===== src/m3i_pkg.sv =====
`timescale 1ns / 1ps
`default_nettype none
// ----------------------------------------------------------------------------
// m3i_pkg
// Shared constants and width helpers for the 3x3 matrix inverse core.
// ----------------------------------------------------------------------------
package m3i_pkg;

  localparam int DATA_WIDTH_DEF = 32;
  localparam int FRAC_BITS_DEF  = 16;

  // cofactor k = a[CA]*a[CB] - a[CC]*a[CD], entries in row-major order
  localparam logic [3:0] CA [9] = '{4'd4, 4'd5, 4'd3, 4'd2, 4'd0, 4'd1, 4'd1, 4'd2, 4'd0};
  localparam logic [3:0] CB [9] = '{4'd8, 4'd6, 4'd7, 4'd7, 4'd8, 4'd6, 4'd5, 4'd3, 4'd4};
  localparam logic [3:0] CC [9] = '{4'd5, 4'd3, 4'd4, 4'd1, 4'd2, 4'd0, 4'd2, 4'd0, 4'd1};
  localparam logic [3:0] CD [9] = '{4'd7, 4'd8, 4'd6, 4'd8, 4'd6, 4'd7, 4'd4, 4'd5, 4'd3};

  // exact cofactor width
  function automatic int cof_width(input int w);
    return 2 * w + 1;
  endfunction

  // determinant width, also large enough for the unit divisor of a singular matrix
  function automatic int det_width(input int w, input int f);
    return (3 * w + 3 > 3 * f + 1) ? 3 * w + 3 : 3 * f + 1;
  endfunction

  // divider remainder width
  function automatic int rem_width(input int w, input int f);
    int nw;
    int dw;
    nw = cof_width(w) + 2 * f;
    dw = det_width(w, f) + w;
    return (nw > dw) ? nw : dw;
  endfunction

  // front to back packet width: nine cofactors, divisor magnitude, sign, singular
  function automatic int pkt_width(input int w, input int f);
    return 9 * cof_width(w) + det_width(w, f) + 2;
  endfunction

endpackage
`default_nettype wire


===== src/m3i_fifo.sv =====
`timescale 1ns / 1ps
`default_nettype none
// ----------------------------------------------------------------------------
// m3i_fifo
// Two-entry queue between the front and the back of the inverse core.
// ----------------------------------------------------------------------------
module m3i_fifo import m3i_pkg::*; #(
  parameter int WIDTH = 8
) (
  input  wire logic             clk,
  input  wire logic             rst,
  input  wire logic             push_valid,
  output logic                  push_stall,
  input  wire logic [WIDTH-1:0] push_data,
  output logic                  pop_valid,
  input  wire logic             pop_stall,
  output logic [WIDTH-1:0]      pop_data
);

  logic [WIDTH-1:0] mem [2];
  logic             wr_ptr;
  logic             rd_ptr;
  logic [1:0]       count;
  logic             push;
  logic             pop;

  assign push_stall = (count == 2'd2);
  assign pop_valid  = (count != 2'd0);
  assign push       = push_valid && !push_stall;
  assign pop        = pop_valid && !pop_stall;
  assign pop_data   = mem[rd_ptr];

  always_ff @(posedge clk) begin
    if (rst) begin
      wr_ptr <= 1'b0;
      rd_ptr <= 1'b0;
      count  <= 2'd0;
    end else begin
      if (push) wr_ptr <= ~wr_ptr;
      if (pop) rd_ptr <= ~rd_ptr;
      count <= count + {1'b0, push} - {1'b0, pop};
    end
  end

  always_ff @(posedge clk) begin
    if (push) mem[wr_ptr] <= push_data;
  end

  a_fill: assert property (@(posedge clk) disable iff (rst)
    push && !pop |=> count == $past(count) + 2'd1)
    else $error("queue count did not grow on push");

endmodule
`default_nettype wire


===== config.mk =====
export PLATFORM = sky130hd
export DESIGN_NAME = m3i_fifo
export DESIGN_NICKNAME = d
export VERILOG_FILES = /design/src/m3i_pkg.sv /design/src/m3i_fifo.sv
export SDC_FILE = /design/constraint.sdc
export NUM_CORES = 1
export LEC_CHECK = 0
export BUFFER_PORTS_ARGS = -buffer_cell sky130_fd_sc_hd__buf_2
export CAP_MARGIN = 20
export CELL_PAD_IN_SITES_DETAIL_PLACEMENT = 0
export CELL_PAD_IN_SITES_GLOBAL_PLACEMENT = 1
export CORE_MARGIN = 2
export CORE_UTILIZATION = 43
export DETAILED_ROUTE_END_ITERATION = 8
export PLACE_DENSITY = 0.77
export SYNTH_ARGS = -nofsm -noshare
export SYNTH_HDL_FRONTEND = slang
export SYNTH_SLANG_ARGS = --single-unit

===== constraint.sdc =====
create_clock -name clk -period 4.6 [get_ports clk]
set_input_delay 0.92 -clock clk [delete_from_list [all_inputs] [get_ports clk]]
set_output_delay 0.92 -clock clk [all_outputs]
set_load 0.1 [all_outputs]

==> impl_metrics.csv, run 1 <==
group,metric,value,unit
cts,cts_buffer_depth,2,
sta,clock.fmax,407,MHz
grt,antenna_found_initial,0,
route,firstDrtPassIters,4,
synthesis,synth_nets,67,
cts,cts_tree,"built",
synthesis,synth_area_leaders,"edfxtp_1 (59%), dfxtp_1 (12%), mux2_2 (11%)",
setup_path,worstPathMaxFanout,8,
run,maxCapViolCount,0,
synthesis,syn_area_per_cell,15.3,µm²
cts,ctsHtreeMaxLevel,1,
sta,period_needed,2.46,ns
sta,hold_viol,0,
cts,clock_latency,0.30,ns
setup_path,r2r_cells,8,
min_path,hold_path.class,"flip-flop to flip-flop",
cts,ctsResizeCount,0,
setup_path,cp-start-kind,"flip-flop",
finish,drive_above_1_share,44.2,%
setup_path,cp_cell_sequence,"mux2_2, buf_2",
cts,postCtsSetupRepairBufs,0,
place,place_ws,2.48,ns
setup_path,critPathCaptureType,"output pin",
place,dpl.cell_count,98,
cts,clockRootBuffer,"clkbuf_4",
synthesis,synth_warnings,0,
grt,grt_pass1_wl,1.97,mm
setup_path,cp.required,3.68,ns
synthesis,synth_top_cell_area_share,59.3,%
die,die-area,2250,µm²
synthesis,synth_area,811,µm²
route,drtAntennaViolNets,0,
finish,syn2layout_area_growth,19.4,%
setup_path,critPathMaxStageDelay,0.56,ns
route,drc,0,
setup_path,timing.rr.start,"count[1]$_SDFF_PP0_",
finish,final_cell_mix,"buf_2 (21), edfxtp_1 (16), mux2_2 (8), dfxtp_1 (5), inv_1 (4)",
finish,layout.cells.non_filler,102,
sta,setup_violations,0,
synthesis,yosysSeqAreaShare,71.6,%
synthesis,netlist_instances,53,
die,core_area,1750,µm²
sta,rsz0062_at_grt,"false",
synthesis,async_reset_ff_share,0,%
cts,cts.sinks,21,
sta,post-route-period-util,53.4,%
sta,fin_tns_setup,0,ns
die,die_height,47.4,µm
finish,final_area,968,µm²
place,gp_congestion,0.725,
sta,slew_violations,0,
setup_path,r2r_end,"count[1]$_SDFF_PP0_",
power_and_ir_drop,power_density,682,nW/µm²
die,die_w,47.4,µm
cts,cts-hold-fix-buffers,0,
route,vias,480,
min_path,whs_endpoint,"wr_ptr$_SDFFE_PP0N_",
setup_path,arrival,1.54,ns
power_and_ir_drop,leakage,0.406,nW
route,routed_via_density,4.71,
place,hpwlAfterDp,914,µm
synthesis,synth.distinct_cells,17,
sta,slew_headroom,67.8,%
die,start_util,46.5,%
synthesis,synth_top_cell_by_area,"edfxtp_1",
grt,grt_max_degree,12,
sta,worst_slew_pin_slew,0.487,ns
synthesis,ys.flop_type,"edfxtp_1",
route,drtIter0Drc,14,
synthesis,synth-seq-cells,21,
route,finalWirelength,1.25,mm
min_path,hold_start,"wr_ptr$_SDFFE_PP0N_",
min_path,holdPathStages,2,
place,dpl_cell_area,942,µm²
sta,finClkSkew,0.00201,ns
sta,setup_ws,2.14,ns
route,routedWlPerCell,12.3,µm
setup_path,cp_slowest_cell,"dfxtp_1",
setup_path,path_class,"flip-flop to output pin",
setup_path,r2r_slack,3.03,ns
grt,track_usage,13.3,%
finish,diodes,0,
grt,first_global_vias,466,
cts,path_clk_slew,0.11,ns
die,pin_count,22,
synthesis,synth_edf_count,16,
die,rows,15,
finish,finalNetCount,92,
power_and_ir_drop,irDropWorstVdd,305,µV
finish,final_common_cell,"buf_2",
outcome,outcome,"finished, final reports clean",
place,io_buffer_count,21,
grt,grt.overflow.total,0,
cts,cts_buffers,3,
[Yosys cell counts, types with 2 or more instances]
library cell / n
a21oi_1: 3
ha_1: 2
inv_1: 4
dfxtp_1: 5
mux2_2: 8
edfxtp_1: 16
nor2_1: 3
or3_1: 2
o21ai_0: 2
[power by group]
group / switching [W] / internal, W
Sequential: 0.0000188 / 0.000239
Combinational: 0.000252 / 0.0000650
Clock: 0.0000523 / 0.0000338
Total: 0.000323 / 0.000337
[layer usage]
layer	GRT usage, %	wire (µm)	vias to the layer above
met2	20.3	579	19
met4	8.33	23	0
met3	3.40	58	4
met5	0	0	-
met1	17.0	593	223
li1	-	-	234
[worst max path at each step]
stage	end	slack, ns	startpoint	cells past startpoint
6_report	pop_data[4]	2.14	flip-flop	2
5_1_grt	pop_data[4]	2.07	flip-flop	2
2_1_floorplan	pop_valid	2.65	count[1]$_SDFF_PP0_	2
3_3_place_gp	pop_data[3]	2.48	flip-flop	2
4_1_cts	pop_data[3]	2.13	flip-flop	2
3_5_place_dp	pop_data[3]	2.48	flip-flop	2
[stage by stage]
step	hold slack, ns	util, %	power, W
6_report	0.497	55.5	0.000660
2_1_floorplan	0.452	-	0.000537
3_3_place_gp	0.468	54.0	0.000577
5_1_grt	0.537	55.5	0.000692
3_5_place_dp	0.477	54.0	0.000580
4_1_cts	0.492	55.5	0.000665
[cell families after synthesis]
logic type                 share of synthesized area, %
AOI/OAI and AO/OA                                  3.09
xor gates and xnor gates                           2.16
adders and majority gates                          3.09
buffers and inverters                              2.93
DFF                                                71.6
muxes                                              11.1
and+or+nand+nor                                    6.02
[critical path, delay by kind of cell, from the launching register on]
kind,cells,cell delay [ns]
DFF,1,0.56
muxes,1,0.38
buffers and inverters,1,0.29
[final cells by class]
class                           instances  area, µm²
Timing Repair Buffer                   21        105
Fill cell                             159        777
Multi-Input combinational cell         26        206
Sequential cell                        21        581
Tap cell                               25       31.3
Inverter                                5       18.8
Clock buffer                            4       26.3
[flip-flops by register name, indices dropped and copies added, names as in the netlist, named ones only]
name / cells
mem: 16
count: 2
rd_ptr: 1
wr_ptr: 1
(Power assumes the default switching activity.)
==> run 2: changes to the inputs <==
- CORE_UTILIZATION: 43 -> 39
- PLACE_DENSITY: 0.77 -> 0.71
- clock period: 4.6 -> 2.5 ns (I/O delays scaled with it)
==> run 2 against run 1 <==
  * Global-route usage is 2.8 points lower
  * Die area increased by 9.4%
  * Non-clock buffer count stayed put
  * Worst setup slack got worse by 1.7 ns
  * Cell area increased by 0.26%
  * Clock skew grew 0.00061 ns
  * Register-to-register slack lost 2.1 ns
  * Wire length fell by 12%
  * Count of clock-buffer cells in the layout unchanged
  * Largest cell class unchanged
==> impl_metrics.csv, run 2 (synthesized netlist as in run 1, its figures left out) <==
group,metric,value,unit
route,routedWlPerCell,10.6,µm
cts,clock_latency,0.29,ns
finish,largest_reg_flops,16,
route,finalWirelength,1.11,mm
cts,ctsHtreeMaxLevel,1,
finish,final_common_cell,"buf_2",
cts,cts.sinks,21,
route,drtIter0Drc,13,
cts,cts-hold-fix-buffers,0,
setup_path,critPathCaptureType,"output pin",
sta,rsz0062_at_grt,"false",
setup_path,crit_end,"pop_data[1]",
finish,final_cell_mix,"buf_2 (21), edfxtp_1 (16), mux2_2 (8), dfxtp_1 (5), inv_1 (4)",
finish,fill_cells,205,
setup_path,r2r_end,"count[1]$_SDFF_PP0_",
setup_path,r2r_cells,8,
grt,antenna_found_initial,0,
setup_path,cp_slowest_cell,"dfxtp_1",
grt,grt_pass1_wl,1.91,mm
place,gp_congestion,0.635,
place,dpl_cell_area,945,µm²
sta,slew_violations,0,
finish,diodes,0,
sta,clock.fmax,495,MHz
setup_path,arrival,1.52,ns
grt,track_usage,10.5,%
die,start_util,41.3,%
finish,finalNetCount,92,
cts,ctsResizeCount,0,
cts,postCtsSetupRepairBufs,0,
setup_path,cp-start-kind,"flip-flop",
outcome,outcome,"finished, final reports clean",
sta,setup_violations,0,
run,maxCapViolCount,0,
setup_path,timing.rr.start,"count[1]$_SDFF_PP0_",
setup_path,critPathMaxStageDelay,0.55,ns
finish,syn2layout_area_growth,19.8,%
sta,period_needed,2.02,ns
setup_path,path_class,"flip-flop to output pin",
finish,final_area,971,µm²
finish,drive_above_1_share,44.2,%
route,firstDrtPassIters,3,
cts,cts_buffer_depth,2,
route,vias,464,
die,die_height,49.6,µm
setup_path,cp.required,2.00,ns
grt,first_global_vias,437,
grt,grt_max_degree,12,
die,pin_count,22,
place,io_buffer_count,21,
die,die-area,2460,µm²
setup_path,cp_cell_sequence,"mux2_2, buf_2",
die,rows,16,
route,drc,0,
sta,post-route-period-util,80.8,%
cts,clockRootBuffer,"clkbuf_4",
cts,cts_buffers,3,
cts,cts_tree,"built",
sta,slew_headroom,67.6,%
route,drtAntennaViolNets,0,
die,die_w,49.6,µm
route,routed_via_density,4.46,
sta,finClkSkew,0.00262,ns
grt,grt.overflow.total,0,
die,core_area,1960,µm²
sta,hold_viol,0,
finish,regMostFlops,"mem",
setup_path,r2r_slack,0.94,ns
finish,top_regs,"mem x16, count x2",
min_path,hold_path.class,"input pin to flip-flop",
sta,worst_slew_pin_slew,0.490,ns
sta,fin_tns_setup,0,ns
setup_path,worstPathMaxFanout,8,
cts,path_clk_slew,0.11,ns
run 2: final cells by class:
| cell class | count | area [µm²] | share of cell area [%] |
|---|---|---|---|
| clock buffers | 4 | 26.3 | 2.71 |
| inverters | 5 | 18.8 | 1.93 |
| multi-input cells | 26 | 206 | 21.3 |
| flip-flops and latches | 21 | 581 | 59.8 |
| well taps | 27 | 33.8 | 3.48 |
| repair buffers | 21 | 105 | 10.8 |
run 2: worst min path at each step:
stage | slack (ns) | cells past startpoint | start | endpoint
after floorplan | 0.45 | 2 | wr_ptr$_SDFFE_PP0N_ | wr_ptr$_SDFFE_PP0N_
after CTS | 0.38 | 1 | push_data[7] | mem[0][7]$_DFFE_PP_
after detailed placement | 0.48 | 2 | wr_ptr$_SDFFE_PP0N_ | wr_ptr$_SDFFE_PP0N_
after global routing | 0.37 | 1 | push_data[2] | mem[1][2]$_DFFE_PP_
final | 0.39 | 1 | push_data[7] | mem[0][7]$_DFFE_PP_
after global placement | 0.47 | 2 | wr_ptr$_SDFFE_PP0N_ | wr_ptr$_SDFFE_PP0N_
run 2: critical path: cells and delay by family, from the launching register on:
family,cells,cell delay (ns)
flops,1,0.55
mux,1,0.39
buf+inv,1,0.29
run 2: metrics by stage:
stage          hold WS [ns]  setup slack, ns  instances  utilization, %
2_1_floorplan         0.452            0.948         53               -
3_3_place_gp          0.469            0.792        100            48.2
3_5_place_dp          0.482            0.796        100            48.2
4_1_cts               0.384            0.453        104            49.5
5_1_grt               0.369            0.381        104            49.5
6_report              0.394            0.481        104            49.5
run 2: per-layer routing:
layer	track usage, %	wire [µm]	vias up
li1	-	-	237
met1	14.1	511	213
met2	15.3	519	12
met3	3.03	64	2
met4	5.56	9	0
met5	0	0	-
Power of run 2 is not shown: default switching activity piles up to over one toggle a cycle in this logic, so the estimate is an artifact.
==> run 3: changes to the inputs <==
- ABC_AREA: default -> 1
- CORE_UTILIZATION: 39 -> 36
- PLACE_DENSITY: 0.71 -> 0.69
- clock period: 2.5 -> 1.8 ns (I/O delays scaled with it)
==> run 3 against run 2 <==
  * Global-route usage down 0.60 points
  * Sequential share of layout area down 9.4 points
  * Register-to-register slack worse by 0.70 ns
  * Utilization up 2.2 points
  * Highest routed layer unchanged
  * Final cell count up 13%
  * Non-clock buffer count up 2
  * Count of clock-buffer cells in the layout unchanged
==> impl_metrics.csv, run 3 <==
group,metric,value,unit
setup_path,critPathCaptureType,"output pin",
cts,ctsHtreeMaxLevel,1,
die,rows,17,
cts,postCtsSetupRepairBufs,0,
cts,cts_tree,"built",
cts,path_clk_slew,0.11,ns
route,routed_via_density,4.38,
synthesis,synth.distinct_cells,11,
synthesis,synth_warnings,0,
synthesis,ys.flop_type,"edfxtp_1",
sta,slew_headroom,68.1,%
finish,drive_above_1_share,40.4,%
place,hpwlAfterDp,991,µm
route,drtAntennaViolNets,0,
synthesis,synth_area,862,µm²
synthesis,synth_edf_count,16,
synthesis,synth.top_cells.by_count,"edfxtp_1 (16), inv_1 (9), mux2_4 (8), nand2_1 (8), nor2_1 (8)",
sta,setup_violations,0,
grt,grt_max_degree,12,
synthesis,synth_nets,77,
place,io_buffer_count,21,
die,pin_count,22,
finish,diodes,0,
synthesis,synth_top_cell_by_area,"edfxtp_1",
setup_path,cp.required,1.44,ns
outcome,outcome,"finished, final reports clean",
route,firstDrtPassIters,4,
die,die_w,52.9,µm
sta,period_needed,1.71,ns
cts,cts_buffer_depth,2,
sta,finClkSkew,0.00439,ns
sta,fin_tns_setup,0,ns
route,met2_length,606,µm
die,die_height,52.9,µm
synthesis,synth_area_leaders,"edfxtp_1 (56%), mux2_4 (14%), dfxtp_1 (12%)",
route,drtIter0Drc,7,
die,core_area,2230,µm²
synthesis,synth_top_cell_area_share,55.7,%
route,vias,512,
cts,cts-hold-fix-buffers,0,
route,routedWlPerCell,10.4,µm
cts,cts_buffers,3,
sta,worst_slew_pin_slew,0.482,ns
synthesis,syn_area_per_cell,13.7,µm²
finish,largest_reg_flops,16,
cts,clockRootBuffer,"clkbuf_4",
finish,syn2layout_area_growth,33.8,%
setup_path,arrival,1.35,ns
route,wl_met3,66,µm
sta,clock.fmax,586,MHz
synthesis,yosysSeqAreaShare,67.3,%
finish,regMostFlops,"mem",
finish,fill_cells,202,
die,start_util,38.6,%
cts,ctsResizeCount,1,
synthesis,netlist_instances,63,
synthesis,synth_most_common_cell,"edfxtp_1",
cts,cts.sinks,21,
sta,hold_viol,0,
route,met1Wirelength,527,µm
route,finalWirelength,1.22,mm
run,maxCapViolCount,0,
place,gp_congestion,0.738,
finish,finalNetCount,104,
synthesis,async_reset_ff_share,0,%
die,die-area,2800,µm²
grt,grt_pass1_wl,1.90,mm
finish,final_cell_mix,"edfxtp_1 (16), buf_2 (13), inv_1 (9)",
grt,track_usage,9.91,%
sta,rsz0062_at_grt,"false",
setup_path,r2r_slack,0.24,ns
route,highest_layer,"met4",
finish,final_common_cell,"edfxtp_1",
grt,first_global_vias,480,
setup_path,path_class,"flip-flop to output pin",
finish,top_regs,"mem x16, count x2",
cts,clock_latency,0.29,ns
sta,slew_violations,0,
grt,grt.overflow.total,0,
min_path,hold_path.class,"input pin to flip-flop",
route,drc,0,
grt,antenna_found_initial,0,
setup_path,worstPathMaxFanout,5,
setup_path,cp-start-kind,"flip-flop",
synthesis,synth-seq-cells,21,
sta,post-route-period-util,94.8,%
==> run 3: cells by family (layout without fill, tap and decap cells) <==
group	after synthesis	after routing	share of synthesized area (%)
muxes	8	8	13.9
AOI/OAI and AO/OA	2	2	1.16
adders and majority gates	2	2	2.90
DFF	21	21	67.3
buffers and inverters	10	36	5.22
and+or+nand+nor	20	20	9.43
==> run 3: per-stage QoR <==
stage | hold WS [ns] | cells | cell area, µm² | setup slack (ns) | util, %
final | 0.218 | 117 | 1150 | 0.0933 | 51.7
after global routing | 0.215 | 117 | 1150 | 0.0359 | 51.7
after CTS | 0.214 | 117 | 1150 | 0.0742 | 51.7
after detailed placement | 0.497 | 113 | 1130 | 0.254 | 50.4
after global placement | 0.481 | 113 | 1130 | 0.312 | 50.4
after floorplan | 0.431 | 63 | 862 | 0.346 | -
==> run 3: final timing paths <==
| kind | to | depth (start not counted) | start |
|---|---|---|---|
| max | pop_data[2] | 3 | flip-flop |
| min | count[0]$_SDFF_PP0_ | 2 | rst |
| max reg2reg | count[1]$_SDFF_PP0_ | 10 | count[0]$_SDFF_PP0_ |
| min reg2reg | flip-flop | 2 | rd_ptr$_SDFFE_PP0P_ |
==> run 3: routing by layer <==
metal	track usage, %	up-vias
li1	-	265
met1	11.2	228
met2	17.1	15
met3	1.69	4
met4	6.41	0
met5	0	-
==> run 3: cell type report <==
cell class	count	area [µm²]	share of cell area (%)
tap	28	35.0	3.04
sequential	21	582	50.4
timing repair buffer	23	240	20.8
multi-input combinational	32	236	20.5
inverter	9	33.8	2.93
clock buffer	4	26.3	2.28
==> run 3: critical path, stage by stage, from the launching register on <==
cell     delay, ns
dfxtp_2       0.39
buf_4         0.18
mux2_4        0.32
buf_12        0.17
Power of run 3 is left out for the same reason.
